==> config.mk <==
export PLATFORM = sky130hd
export DESIGN_NAME = escaped_frame_deframer_checksum_top
export DESIGN_NICKNAME = d
export VERILOG_FILES = /design/src/efd_pkg.sv /design/src/escaped_frame_deframer_checksum_top.sv /design/src/efd_csr.sv /design/src/efd_payload_ram.sv
export VERILOG_INCLUDE_DIRS = /design/src /design/src/src
export SDC_FILE = /design/constraint.sdc
export NUM_CORES = 1
export LEC_CHECK = 0
export BUFFER_PORTS_ARGS = -buffer_cell sky130_fd_sc_hd__buf_2
export CORE_UTILIZATION = 25
export CTS_BUF_LIST = sky130_fd_sc_hd__clkbuf_4 sky130_fd_sc_hd__clkbuf_8
export DETAILED_ROUTE_END_ITERATION = 16
export GPL_ROUTABILITY_DRIVEN = 0
export PLACE_DENSITY_LB_ADDON = 0.3
export REMOVE_ABC_BUFFERS = 1
export SKIP_LAST_GASP = 1
export SLEW_MARGIN = 20
export SYNTH_ARGS = -nofsm -noshare
export SYNTH_HDL_FRONTEND = slang
export SYNTH_SLANG_ARGS = --single-unit
==> constraint.sdc <==
create_clock -name clock -period 4.1 [get_ports clock]
set_input_delay 0.615 -clock clock [delete_from_list [all_inputs] [get_ports clock]]
set_output_delay 0.615 -clock clock [all_outputs]
set_load 0.1 [all_outputs]
==> src/assert_macros.svh <==
// assertion macros shared by the deframer rtl
// no dependencies; included by files that carry concurrent assertions
`ifndef ASSERT_MACROS_SVH
`define ASSERT_MACROS_SVH

// same-cycle implication, disabled during reset
`define ASSERT_IMPLY(label, clk, rst, cond, prop) \
   label: assert property (@(posedge clk) disable iff (rst) (cond) |-> (prop)) \
      else $error("assertion failed: implication");

// next-cycle implication, disabled during reset
`define ASSERT_NEXT(label, clk, rst, cond, prop) \
   label: assert property (@(posedge clk) disable iff (rst) (cond) |=> (prop)) \
      else $error("assertion failed: next cycle");

`endif

==> src/efd_pkg.sv <==
// types and constants of the escaped frame deframer
// no dependencies
package efd_pkg;

   localparam int BYTE_W      = 8;
   localparam int CHK_W       = 7;
   localparam int STATUS_W    = 2;
   localparam int PLEN_W      = 6;
   localparam int CSR_ADDR_W  = 4;
   localparam int CSR_DATA_W  = 32;
   localparam int HDR_BYTES   = 5;

   localparam logic [1:0] REG_START  = 2'd0;
   localparam logic [1:0] REG_END    = 2'd1;
   localparam logic [1:0] REG_ESCAPE = 2'd2;
   localparam logic [1:0] REG_MASK   = 2'd3;

   localparam logic [STATUS_W-1:0] STAT_OK       = 2'd0;
   localparam logic [STATUS_W-1:0] STAT_BAD_SUM  = 2'd1;
   localparam logic [STATUS_W-1:0] STAT_SHORT    = 2'd2;
   localparam logic [STATUS_W-1:0] STAT_OVERFLOW = 2'd3;

   localparam logic KIND_PAYLOAD = 1'b0;
   localparam logic KIND_STATUS  = 1'b1;

   localparam logic [BYTE_W-1:0] START_RESET  = 8'h02;
   localparam logic [BYTE_W-1:0] END_RESET    = 8'h03;
   localparam logic [BYTE_W-1:0] ESCAPE_RESET = 8'h1b;
   localparam logic [BYTE_W-1:0] MASK_RESET   = 8'h80;

   typedef struct packed {
      logic [BYTE_W-1:0] start_byte;
      logic [BYTE_W-1:0] end_byte;
      logic [BYTE_W-1:0] escape_byte;
      logic [BYTE_W-1:0] header_mask;
   } cfg_type;

endpackage

==> src/escaped_frame_deframer_checksum_top.sv <==
// escaped frame deframer with 7-bit additive checksum, top level
// depends on efd_pkg, efd_csr, efd_payload_ram, assert_macros.svh
// results: none inside a frame; after the end byte the drain starts, or the status goes out if no payload
// throughput: one byte per cycle in a frame; the drain emits each payload byte in S_READ then S_EMIT
//   (ram read then output load, waiting while the output is stalled), then the status transaction
// reset: synchronous, clears control state and loads the register reset values
`include "assert_macros.svh"
module escaped_frame_deframer_checksum_top
   import efd_pkg::*;
#(
   parameter int PAYLOAD_DEPTH = 32
) (
   input  logic                  clock,
   input  logic                  reset,
   input  logic                  req_valid,
   output logic                  req_ready,
   input  logic [BYTE_W-1:0]     req_rx_byte,
   output logic                  rsp_valid,
   input  logic                  rsp_ready,
   output logic                  rsp_kind,
   output logic [BYTE_W-1:0]     rsp_data,
   output logic [STATUS_W-1:0]   rsp_status,
   output logic [CHK_W-1:0]      rsp_computed_checksum,
   output logic [PLEN_W-1:0]     rsp_payload_length,
   output logic                  rsp_last,
   input  logic                  csr_psel,
   input  logic                  csr_penable,
   input  logic                  csr_pwrite,
   input  logic [CSR_ADDR_W-1:0] csr_paddr,
   input  logic [CSR_DATA_W-1:0] csr_pwdata,
   output logic [CSR_DATA_W-1:0] csr_prdata,
   output logic                  csr_pready
);

   localparam int CNT_W  = $clog2(PAYLOAD_DEPTH + HDR_BYTES + 1);
   localparam int ADDR_W = (PAYLOAD_DEPTH > 1) ? $clog2(PAYLOAD_DEPTH) : 1;
   localparam int LEN_W  = $clog2(PAYLOAD_DEPTH + 1);
   localparam logic [CNT_W-1:0] CNT_MAX = CNT_W'(PAYLOAD_DEPTH + HDR_BYTES);
   localparam logic [CNT_W-1:0] DEPTH_C = CNT_W'(PAYLOAD_DEPTH);
   localparam logic [CNT_W-1:0] HDR_C   = CNT_W'(HDR_BYTES);

   localparam logic [1:0] S_IDLE   = 2'd0;
   localparam logic [1:0] S_READ   = 2'd1;
   localparam logic [1:0] S_EMIT   = 2'd2;
   localparam logic [1:0] S_STATUS = 2'd3;

   cfg_type cfg;

   logic [1:0]          state_ff, state_in;
   logic                in_frame_ff, in_frame_in;
   logic                esc_ff, esc_in;
   logic                have_raw_ff, have_raw_in;
   logic                ovf_ff, ovf_in;
   logic [BYTE_W-1:0]   sum_ff, sum_in;
   logic [BYTE_W-1:0]   raw_ff, raw_in;
   logic [BYTE_W-1:0]   unesc_ff, unesc_in;
   logic [CNT_W-1:0]    count_ff, count_in;
   logic [CHK_W-1:0]    comp_ff, comp_in;
   logic [STATUS_W-1:0] stat_ff, stat_in;
   logic [LEN_W-1:0]    stored_ff, stored_in;
   logic [ADDR_W-1:0]   rd_idx_ff, rd_idx_in;

   logic                rsp_valid_ff, rsp_valid_in;
   logic                rsp_kind_ff, rsp_kind_in;
   logic [BYTE_W-1:0]   rsp_data_ff, rsp_data_in;
   logic [STATUS_W-1:0] rsp_status_ff, rsp_status_in;
   logic [CHK_W-1:0]    rsp_chk_ff, rsp_chk_in;
   logic [PLEN_W-1:0]   rsp_len_ff, rsp_len_in;
   logic                rsp_last_ff, rsp_last_in;

   logic                accept, out_free, take, last_byte;
   logic [BYTE_W-1:0]   b, unesc_val;
   logic [CHK_W-1:0]    keep, comp_now, recv_now;
   logic [CNT_W-1:0]    slot, diff;
   logic [LEN_W-1:0]    stored_now;
   logic                ram_we, ram_re;
   logic [BYTE_W-1:0]   ram_rdata;

   efd_csr u_csr (
      .clock       (clock),
      .reset       (reset),
      .csr_psel    (csr_psel),
      .csr_penable (csr_penable),
      .csr_pwrite  (csr_pwrite),
      .csr_paddr   (csr_paddr),
      .csr_pwdata  (csr_pwdata),
      .csr_prdata  (csr_prdata),
      .csr_pready  (csr_pready),
      .cfg         (cfg)
   );

   efd_payload_ram #(
      .DEPTH  (PAYLOAD_DEPTH),
      .ADDR_W (ADDR_W)
   ) u_ram (
      .clock   (clock),
      .wr_en   (ram_we),
      .wr_addr (slot[ADDR_W-1:0]),
      .wr_data (unesc_ff),
      .rd_en   (ram_re),
      .rd_addr (rd_idx_ff),
      .rd_data (ram_rdata)
   );

   assign req_ready = (state_ff == S_IDLE);
   assign accept    = req_valid && req_ready;
   assign out_free  = !rsp_valid_ff || rsp_ready;
   assign b         = req_rx_byte;
   assign keep      = ~cfg.header_mask[CHK_W-1:0];
   assign unesc_val = esc_ff ? (b & ~cfg.header_mask) : b;
   assign take      = esc_ff || (b != cfg.escape_byte);
   assign slot      = count_ff - HDR_C;
   assign diff      = count_ff - HDR_C;
   assign comp_now  = sum_ff[CHK_W-1:0] & keep;
   assign recv_now  = raw_ff[CHK_W-1:0] & keep;
   assign stored_now = (count_ff < HDR_C) ? '0 :
                       (diff > DEPTH_C) ? LEN_W'(DEPTH_C) : LEN_W'(diff);
   assign last_byte = (LEN_W'(rd_idx_ff) + LEN_W'(1)) == stored_ff;
   assign ram_re    = (state_ff == S_READ);

   always_comb begin
      state_in      = state_ff;
      in_frame_in   = in_frame_ff;
      esc_in        = esc_ff;
      have_raw_in   = have_raw_ff;
      ovf_in        = ovf_ff;
      sum_in        = sum_ff;
      raw_in        = raw_ff;
      unesc_in      = unesc_ff;
      count_in      = count_ff;
      comp_in       = comp_ff;
      stat_in       = stat_ff;
      stored_in     = stored_ff;
      rd_idx_in     = rd_idx_ff;
      ram_we        = 1'b0;
      rsp_valid_in  = rsp_valid_ff && !rsp_ready;
      rsp_kind_in   = rsp_kind_ff;
      rsp_data_in   = rsp_data_ff;
      rsp_status_in = rsp_status_ff;
      rsp_chk_in    = rsp_chk_ff;
      rsp_len_in    = rsp_len_ff;
      rsp_last_in   = rsp_last_ff;
      case (state_ff)
         S_IDLE: begin
            if (accept) begin
               if (!in_frame_ff) begin
                  if (b == cfg.start_byte) begin
                     in_frame_in = 1'b1;
                     esc_in      = 1'b0;
                     have_raw_in = 1'b0;
                     ovf_in      = 1'b0;
                     sum_in      = '0;
                     raw_in      = '0;
                     unesc_in    = b;
                     count_in    = CNT_W'(1);
                  end
               end else if (b == cfg.end_byte) begin
                  in_frame_in = 1'b0;
                  esc_in      = 1'b0;
                  comp_in     = comp_now;
                  stored_in   = stored_now;
                  rd_idx_in   = '0;
                  if (count_ff < HDR_C) begin
                     stat_in = STAT_SHORT;
                  end else if (comp_now != '0 && comp_now != recv_now) begin
                     stat_in = STAT_BAD_SUM;
                  end else if (ovf_ff) begin
                     stat_in = STAT_OVERFLOW;
                  end else begin
                     stat_in = STAT_OK;
                  end
                  state_in = (stored_now == '0) ? S_STATUS : S_READ;
               end else begin
                  if (have_raw_ff) begin
                     sum_in = sum_ff + raw_ff;
                  end
                  raw_in      = b;
                  have_raw_in = 1'b1;
                  if (esc_ff) begin
                     esc_in = 1'b0;
                  end else if (b == cfg.escape_byte) begin
                     esc_in = 1'b1;
                  end
                  if (take) begin
                     if (count_ff >= HDR_C) begin
                        if (slot < DEPTH_C) begin
                           ram_we = 1'b1;
                        end else begin
                           ovf_in = 1'b1;
                        end
                     end
                     unesc_in = unesc_val;
                     if (count_ff < CNT_MAX) begin
                        count_in = count_ff + CNT_W'(1);
                     end
                  end
               end
            end
         end
         S_READ: begin
            state_in = S_EMIT;
         end
         S_EMIT: begin
            if (out_free) begin
               rsp_valid_in  = 1'b1;
               rsp_kind_in   = KIND_PAYLOAD;
               rsp_data_in   = ram_rdata;
               rsp_status_in = STAT_OK;
               rsp_chk_in    = '0;
               rsp_len_in    = PLEN_W'(stored_ff);
               rsp_last_in   = 1'b0;
               if (last_byte) begin
                  state_in = S_STATUS;
               end else begin
                  rd_idx_in = rd_idx_ff + ADDR_W'(1);
                  state_in  = S_READ;
               end
            end
         end
         S_STATUS: begin
            if (out_free) begin
               rsp_valid_in  = 1'b1;
               rsp_kind_in   = KIND_STATUS;
               rsp_data_in   = '0;
               rsp_status_in = stat_ff;
               rsp_chk_in    = comp_ff;
               rsp_len_in    = PLEN_W'(stored_ff);
               rsp_last_in   = 1'b1;
               state_in      = S_IDLE;
            end
         end
         default: begin
            state_in = S_IDLE;
         end
      endcase
   end

   always_ff @(posedge clock) begin
      if (reset) begin
         state_ff     <= S_IDLE;
         in_frame_ff  <= 1'b0;
         esc_ff       <= 1'b0;
         have_raw_ff  <= 1'b0;
         ovf_ff       <= 1'b0;
         sum_ff       <= '0;
         raw_ff       <= '0;
         unesc_ff     <= '0;
         count_ff     <= '0;
         rsp_valid_ff <= 1'b0;
      end else begin
         state_ff     <= state_in;
         in_frame_ff  <= in_frame_in;
         esc_ff       <= esc_in;
         have_raw_ff  <= have_raw_in;
         ovf_ff       <= ovf_in;
         sum_ff       <= sum_in;
         raw_ff       <= raw_in;
         unesc_ff     <= unesc_in;
         count_ff     <= count_in;
         rsp_valid_ff <= rsp_valid_in;
      end
   end

   always_ff @(posedge clock) begin
      comp_ff       <= comp_in;
      stat_ff       <= stat_in;
      stored_ff     <= stored_in;
      rd_idx_ff     <= rd_idx_in;
      rsp_kind_ff   <= rsp_kind_in;
      rsp_data_ff   <= rsp_data_in;
      rsp_status_ff <= rsp_status_in;
      rsp_chk_ff    <= rsp_chk_in;
      rsp_len_ff    <= rsp_len_in;
      rsp_last_ff   <= rsp_last_in;
   end

   assign rsp_valid             = rsp_valid_ff;
   assign rsp_kind              = rsp_kind_ff;
   assign rsp_data              = rsp_data_ff;
   assign rsp_status            = rsp_status_ff;
   assign rsp_computed_checksum = rsp_chk_ff;
   assign rsp_payload_length    = rsp_len_ff;
   assign rsp_last              = rsp_last_ff;

   // buffer writes only happen while receiving, never during a drain
   `ASSERT_IMPLY(a_no_write_in_drain, clock, reset, ram_we, state_ff == S_IDLE)
   // a read is always followed by the emit state, which consumes the ram data
   `ASSERT_NEXT(a_read_then_emit, clock, reset, state_ff == S_READ, state_ff == S_EMIT)
   // the drain never reads past the stored payload
   `ASSERT_IMPLY(a_read_in_range, clock, reset, state_ff == S_READ,
                 LEN_W'(rd_idx_ff) < stored_ff)
   // a frame close with payload starts a drain
   `ASSERT_NEXT(a_close_starts_drain, clock, reset,
                accept && in_frame_ff && b == cfg.end_byte && stored_now != '0,
                state_ff == S_READ)

endmodule

==> src/efd_csr.sv <==
// apb-style register file for the deframer byte codes and header mask
// depends on efd_pkg
module efd_csr
   import efd_pkg::*;
(
   input  logic                  clock,
   input  logic                  reset,
   input  logic                  csr_psel,
   input  logic                  csr_penable,
   input  logic                  csr_pwrite,
   input  logic [CSR_ADDR_W-1:0] csr_paddr,
   input  logic [CSR_DATA_W-1:0] csr_pwdata,
   output logic [CSR_DATA_W-1:0] csr_prdata,
   output logic                  csr_pready,
   output cfg_type               cfg
);

   cfg_type cfg_ff, cfg_in;
   logic    wr_en;
   logic [1:0] idx;

   assign csr_pready = 1'b1;
   assign wr_en = csr_psel && csr_penable && csr_pwrite && csr_pready;
   assign idx = csr_paddr[3:2];
   assign cfg = cfg_ff;

   always_comb begin
      cfg_in = cfg_ff;
      if (wr_en) begin
         case (idx)
            REG_START:  cfg_in.start_byte  = csr_pwdata[BYTE_W-1:0];
            REG_END:    cfg_in.end_byte    = csr_pwdata[BYTE_W-1:0];
            REG_ESCAPE: cfg_in.escape_byte = csr_pwdata[BYTE_W-1:0];
            REG_MASK:   cfg_in.header_mask = csr_pwdata[BYTE_W-1:0];
            default:    cfg_in = cfg_ff;
         endcase
      end
   end

   always_comb begin
      case (idx)
         REG_START:  csr_prdata = CSR_DATA_W'(cfg_ff.start_byte);
         REG_END:    csr_prdata = CSR_DATA_W'(cfg_ff.end_byte);
         REG_ESCAPE: csr_prdata = CSR_DATA_W'(cfg_ff.escape_byte);
         REG_MASK:   csr_prdata = CSR_DATA_W'(cfg_ff.header_mask);
         default:    csr_prdata = '0;
      endcase
   end

   always_ff @(posedge clock) begin
      if (reset) begin
         cfg_ff.start_byte  <= START_RESET;
         cfg_ff.end_byte    <= END_RESET;
         cfg_ff.escape_byte <= ESCAPE_RESET;
         cfg_ff.header_mask <= MASK_RESET;
      end else begin
         cfg_ff <= cfg_in;
      end
   end

endmodule

==> src/efd_payload_ram.sv <==
// payload byte buffer: one write port, one read port, registered read data
// depends on efd_pkg
module efd_payload_ram
   import efd_pkg::*;
#(
   parameter int DEPTH  = 32,
   parameter int ADDR_W = 5
) (
   input  logic              clock,
   input  logic              wr_en,
   input  logic [ADDR_W-1:0] wr_addr,
   input  logic [BYTE_W-1:0] wr_data,
   input  logic              rd_en,
   input  logic [ADDR_W-1:0] rd_addr,
   output logic [BYTE_W-1:0] rd_data
);

   logic [BYTE_W-1:0] mem [DEPTH];
   logic [BYTE_W-1:0] rd_data_ff;

   assign rd_data = rd_data_ff;

   always_ff @(posedge clock) begin
      if (wr_en) begin
         mem[wr_addr] <= wr_data;
      end
   end

   always_ff @(posedge clock) begin
      if (rd_en) begin
         rd_data_ff <= mem[rd_addr];
      end
   end

endmodule
==> run metrics, run 1 <==
DRC 0; Yosys warnings 0; clock buffer depth 3; final period demand of the worst path 3.23 ns; final setup vio count 0; Yosys reg bits about 380; Period Utilization, post-route 0.789; syn avg cell area between 15 and 20 sq um; full die area roughly 65000 sq um; Clock Pin Slew Worst Setup and Hold Paths 0.07 ns; fillers 6373; multi-input combinational cell area 4980 sq um; Final Core Density 0.294; Detailed Route WL 37300 microns; area grow syn2layout 16.2%; EDFF count, synth slightly above 300; crit end category register; core area approximately 63000 sq um; Slew headroom 0.339; Antenna Nets Post-Route 0; Fin. Hold Viols 0; Total GRT Usage 0.116; antenna violations before repair 1; Lkg Pwr 5.51 nW; DR pass1 iterations 5; post-synthesis cell count 1009; Arr. time, crit path 3.49 ns; Via density 4.36; Reg area 10600 sq um; switching share of power 0.225; DP HPWL roughly 25000 microns; commonest non-fill, non-tap cell in the layout edfxtp_1; peak supply drop 0.219 mV; fraction of registers with async set/reset 0; commonest cells after routing, fill and taps aside edfxtp_1 (308), mux4_2 (88), nor2_1 (74); DIE HEIGHT ~250 microns; power density over the cells 405 nW/um^2; R2R Path Start count_ff[2]; Area contributors post-synth edfxtp_1 (58%), mux4_2 (12%), dfxtp_1 (8.4%); cts hold-fix bufs 0; fin area 18500 sq um; first-pass GRT wire length 56100 microns; Inserted Clock Buffers 60; FF-to-FF setup slack 0.87 ns; critical setup path kind reg -> reg; crit path from count_ff[2]; IO buf count slightly below 60; worst hold slack 0.242 ns; TritonCTS clock tree done; clk_skew 0.0208 ns; Crit Path Max Fanout 16; ys flop type edfxtp_1; layout cells sized above 1 0.263; Gate power share 0.031; I/O pin total 111; number of global-route vias before repair 9019; worst setup path endpoint u_ram.mem[7][5]; Initial Utilization 0.253; synthesized cell area around 16000 sq um; FMAX 0.309 GHz; Overflow after GRT 0; Resize count post-CTS 0; Max Cap Viol 0; sum of negative setup slack 0 ns; Seq pwr share 0.543; post-CTS setup buffer count 0; status complete, no violations; Clk network pwr share 0.426; Placed Area 17300 sq um; Slew @ Worst Pin 0.986 ns; Horiz. Die Dim approximately 250 microns; RSZ-0062 raised after global routing false; Yosys top cell area share 0.580; Power Internal ~5.8 mW; # clock sinks 375; Clock Latency Late Sink 0.65 ns; Worst Hold Class in -> reg; largest net degree at the start of global routing 37; number of DRC markers in iteration 0 541; largest area contributor in the netlist edfxtp_1; post-synthesis cell type count 60; Switch Pwr 1.68 mW; num rows 92; R2R Path End u_ram.mem[7][5]; post-synthesis sequential area ratio 0.664; reg2reg path depth 5; drt wl/cell 18.6 microns; H-tree depth 2; Worst EP required 4.36 ns; final slew viol count 0; root buf cell clkbuf_8; routed vias 8764; Critical Path Start Type register; nets 1175
[kinds of logic (layout without fill, tap and decap cells)]
group,after synthesis,count (layout),synth area share
and+or+nand+nor,258,258,0.0787
DFF,375,375,0.664
other,2,26,0.000471
adders and majority gates,13,13,0.0107
AOI/OAI and AO/OA,86,86,0.0361
muxes,134,134,0.154
xor gates and xnor gates,48,48,0.0263
buffers and inverters,93,222,0.0303
[per-stage QoR]
stage | power (mW) | instances | setup WS [ns]
after floorplan | 4.33 | 952 | -0.956
after global placement | 4.39 | 1894 | 0.293
after detailed placement | 4.39 | 1894 | 0.309
after CTS | 7.62 | 2006 | 0.520
after global routing | 7.77 | 2008 | 0.635
final | 7.50 | 2008 | 0.865
[power groups by stage]
stage                     Sequential, mW  Combinational [mW]  Clock, mW
after floorplan                     4.15               0.175          0
after global placement              4.15               0.232          0
after detailed placement            4.15               0.233          0
after CTS                           4.07               0.233       3.31
after global routing                4.07               0.242       3.45
final                               4.07               0.232       3.20
[Yosys cell counts, drive strengths merged (3+ instances only)]
master and n:
edfxtp 308, mux4 88, nor2 74, dfxtp 67
nand2 63, buf 43, clkbuf 37, mux2i 37
nand3 36, a21oi 27, xnor2 24, xor2 24
and2 15, nor2b 14, and3 13, nor3 13
ha 12, inv 12, o21ai 12, mux2 9
a22o 8, a211oi 6, nand4 6, nor4 6
a21o 5, nand2b 5, a211o 4, o22ai 4
or4 4, a21boi 3, a31oi 3, a32oi 3
nor3b 3
[per-layer routing]
metal  vias to the layer above  wire (microns)  track usage
met5                         -               0            0
met4                         0             778       0.0393
met3                        51            1570       0.0197
met2                       172           18600        0.195
met1                      4483           16400        0.151
li1                       4058               -            -
[worst min path at each step]
| stage | cells after the start | startpoint | end |
|---|---|---|---|
| floorplan | 2 | ovf_ff | ovf_ff |
| global placement | 2 | unesc_ff[2] | unesc_ff[2] |
| detailed placement | 2 | ovf_ff | ovf_ff |
| CTS | 3 | csr_pwdata[4] | u_csr.cfg[12] |
| global route | 3 | csr_pwdata[4] | u_csr.cfg[12] |
| finish | 3 | csr_pwdata[4] | u_csr.cfg[12] |
[critical path, cell delays in order (launching register included)]
cell and delay [ns]:
dfxtp_1 0.65, o21ai_1 0.27, a221oi_2 0.50, and2b_1 0.28
nand4_1 0.35, nor2_1 0.80
[final cells by class]
| type | instances | area share |
|---|---|---|
| Tap cell | 846 | 0.0571 |
| Sequential cell | 375 | 0.572 |
| Clock inverter | 30 | 0.0107 |
| Multi-Input combinational cell | 564 | 0.269 |
| Antenna cell | 1 | 0.000135 |
| Inverter | 13 | 0.00263 |
| Clock buffer | 82 | 0.0538 |
| Timing Repair Buffer | 97 | 0.0354 |
[sequential cells by signal, summed over array words and instances, names as in the netlist, 2 cells and up]
register and count:
raw_ff 7, rsp_computed_checksum 7, comp_ff 7, unesc_ff 8, count_ff 6, rsp_status 2
rd_idx_ff 5, state_ff 2, u_ram.mem 256, u_csr.cfg 32, sum_ff 7, rsp_payload_length 6
stored_ff 6, rsp_data 8, stat_ff 2, u_ram.rd_data 8
Note: power is estimated with default switching activity, not from simulation.
==> run 2: changes to the inputs <==
ABC_AREA = 1   (was default)
clock period = 3.2 ns   (was 4.1 ns; I/O delays follow)
==> run metrics, run 2 <==
post-synthesis cell type count 47; Final Core Density 0.294; num rows 93; Max Cap Viol 0; core area 64300 sq um; clk_skew 0.0497 ns; final period demand of the worst path 2.57 ns; peak supply drop between 0.3 and 0.4 mV; critical setup path kind reg -> reg; Fin. Hold Viols 0; DRC 0; synthesized cell area around 16000 sq um; most frequent cell after synthesis edfxtp_1; root buf cell clkbuf_8; EDFF count, synth 308; largest net degree at the start of global routing 69; Area contributors post-synth edfxtp_1 (57%), dfxtp_1 (8.2%), nand2_1 (5.6%); cts hold-fix bufs 0; diode count 0; nets 1674; post-CTS setup buffer count 0; Initial Utilization 0.253; most frequent cells after synthesis edfxtp_1 (308), nand2_1 (243), nor2_1 (166); worst hold slack 0.103 ns; post-synthesis sequential area ratio 0.651; Via density 4.49; Critical Path Start Type register; DP HPWL 28100 microns; number of global-route vias before repair 11500; Period Utilization, post-route 0.804; final slew viol count 0; H-tree depth 2; largest register by flop count u_ram.mem; full die area 66100 sq um; Arr. time, crit path slightly below 3 ns; Yosys warnings 0; Antenna Nets Post-Route 0; drt wl/cell 17.3 microns; Detailed Route WL 43500 microns; Worst Hold Class in -> reg; DR top layer met5; RSZ-0062 raised after global routing false; DIE HEIGHT 257 microns; Overflow after GRT 0; Yosys top cell area share 0.568; IO buf count roughly 60; Total GRT Usage 0.131; Horiz. Die Dim 257 microns; DR pass1 iterations 7; fillers ~6700; post-synthesis cell count between 1000 and 1500; clock buffer depth 3; syn avg cell area around 11 sq um; Inserted Clock Buffers 61; Resize count post-CTS 0; commonest cells after routing, fill and taps aside edfxtp_1 (308), nand2_1 (243), nor2_1 (166); power density over the cells around 520 nW/um^2; TritonCTS clock tree done; Metal-1 WL 19400 microns; largest area contributor in the netlist edfxtp_1; layout cells sized above 1 0.160; met3 wire len 2240 microns; area grow syn2layout 16.3%; Crit Path Max Fanout 8; commonest non-fill, non-tap cell in the layout edfxtp_1; crit end category register; Worst EP required 3.52 ns; Slew headroom 0.302; fraction of registers with async set/reset 0; Slew @ Worst Pin about 1.0 ns; antenna violations before repair 1; Clock Latency Late Sink 0.66 ns; routed vias approximately 11000; FMAX 0.389 GHz; first-pass GRT wire length 66800 microns; Yosys reg bits 375; status complete, no violations; final setup vio count 0; I/O pin total about 110; # clock sinks between 300 and 400; Clock Pin Slew Worst Setup and Hold Paths around 0.06 ns; number of DRC markers in iteration 0 767; Lkg Pwr 6.91 nW; max reg flops 256; WL met2 20900 microns; ys flop type edfxtp_1
[run 2: cell count changes after synthesis, sizes merged, moves of 14 or more]
cell	delta
buf	+17
a21oi	+69
nand2	+185
nor2b	-14
mux2i	-37
inv	+101
o221ai	+36
nor3	+25
mux4	-88
o21ai	+119
o211ai	+15
nor2	+103
o22ai	+34
a21o	+14
[run 2: per-layer routing]
metal / track usage / vias up
li1: - / 5456
met1: 0.169 / 5495
met2: 0.220 / 282
met3: 0.0223 / 61
met4: 0.0440 / 2
met5: 0 / -
[run 2: stage by stage]
step / setup slack [ns] / cells / total power, mW / cell area, sq um / setup TNS, ns
after floorplan: -0.993 / 1427 / 5.57 / 15800 / -14.14
after global placement: 0.678 / 2402 / 5.65 / 17700 / 0
after detailed placement: 0.638 / 2402 / 5.65 / 17700 / 0
after CTS: 0.637 / 2516 / 9.93 / 18900 / 0
after global routing: 0.382 / 2516 / 10.1 / 18900 / 0
final: 0.626 / 2516 / 9.82 / 18900 / 0
[run 2: cell type report]
cell class	count	area, sq um	share of cell area
Clock buffer	96	1150	0.0606
Timing Repair Buffer	120	766	0.0405
Tap cell	855	1070	0.0565
Inverter	118	445	0.0235
Clock inverter	18	114	0.00602
Sequential cell	375	10600	0.560
Multi-Input combinational cell	934	4790	0.253
[run 2: path summary, 6_finish.rpt]
| check | from | end | slack [ns] | cells past startpoint |
|---|---|---|---|---|
| hold / removal | csr_pwdata[4] | u_csr.cfg[12] | 0.10 | 3 |
| hold reg to reg | ovf_ff | ovf_ff | 0.48 | 2 |
| setup reg to reg | count_ff[1] | u_ram.mem[21][0] | 0.63 | 11 |
| setup / recovery | count_ff[1] | u_ram.mem[21][0] | 0.63 | 11 |
[run 2: cells by family after synthesis]
logic type	share of synthesized area
AND/OR/NAND/NOR	0.139
flip-flops	0.651
AO/OA/AOI/OAI	0.124
buffers and inverters	0.0602
XOR/XNOR	0.0145
adder cells (fa/ha/maj)	0.0105
other	0.000462
[run 2: power by group]
part	internal, mW	switching, mW	total [mW]	leakage (nW)
logic	0.0464	0.276	0.322	2.81
clock network	2.35	1.92	4.27	0.669
registers	5.22	0.0106	5.23	3.43
total	7.61	2.21	9.82	6.91
[run 2: critical path, stage by stage, from the launching register on]
cell and delay (ns):
dfxtp_1 0.44, inv_1 0.11, ha_1 0.21, inv_1 0.07, nand2_1 0.10, nand2_1 0.08
nand2_1 0.04, and2_1 0.24, nor2_1 0.36, nand2_1 0.18, nor3_1 0.21, buf_4 0.22
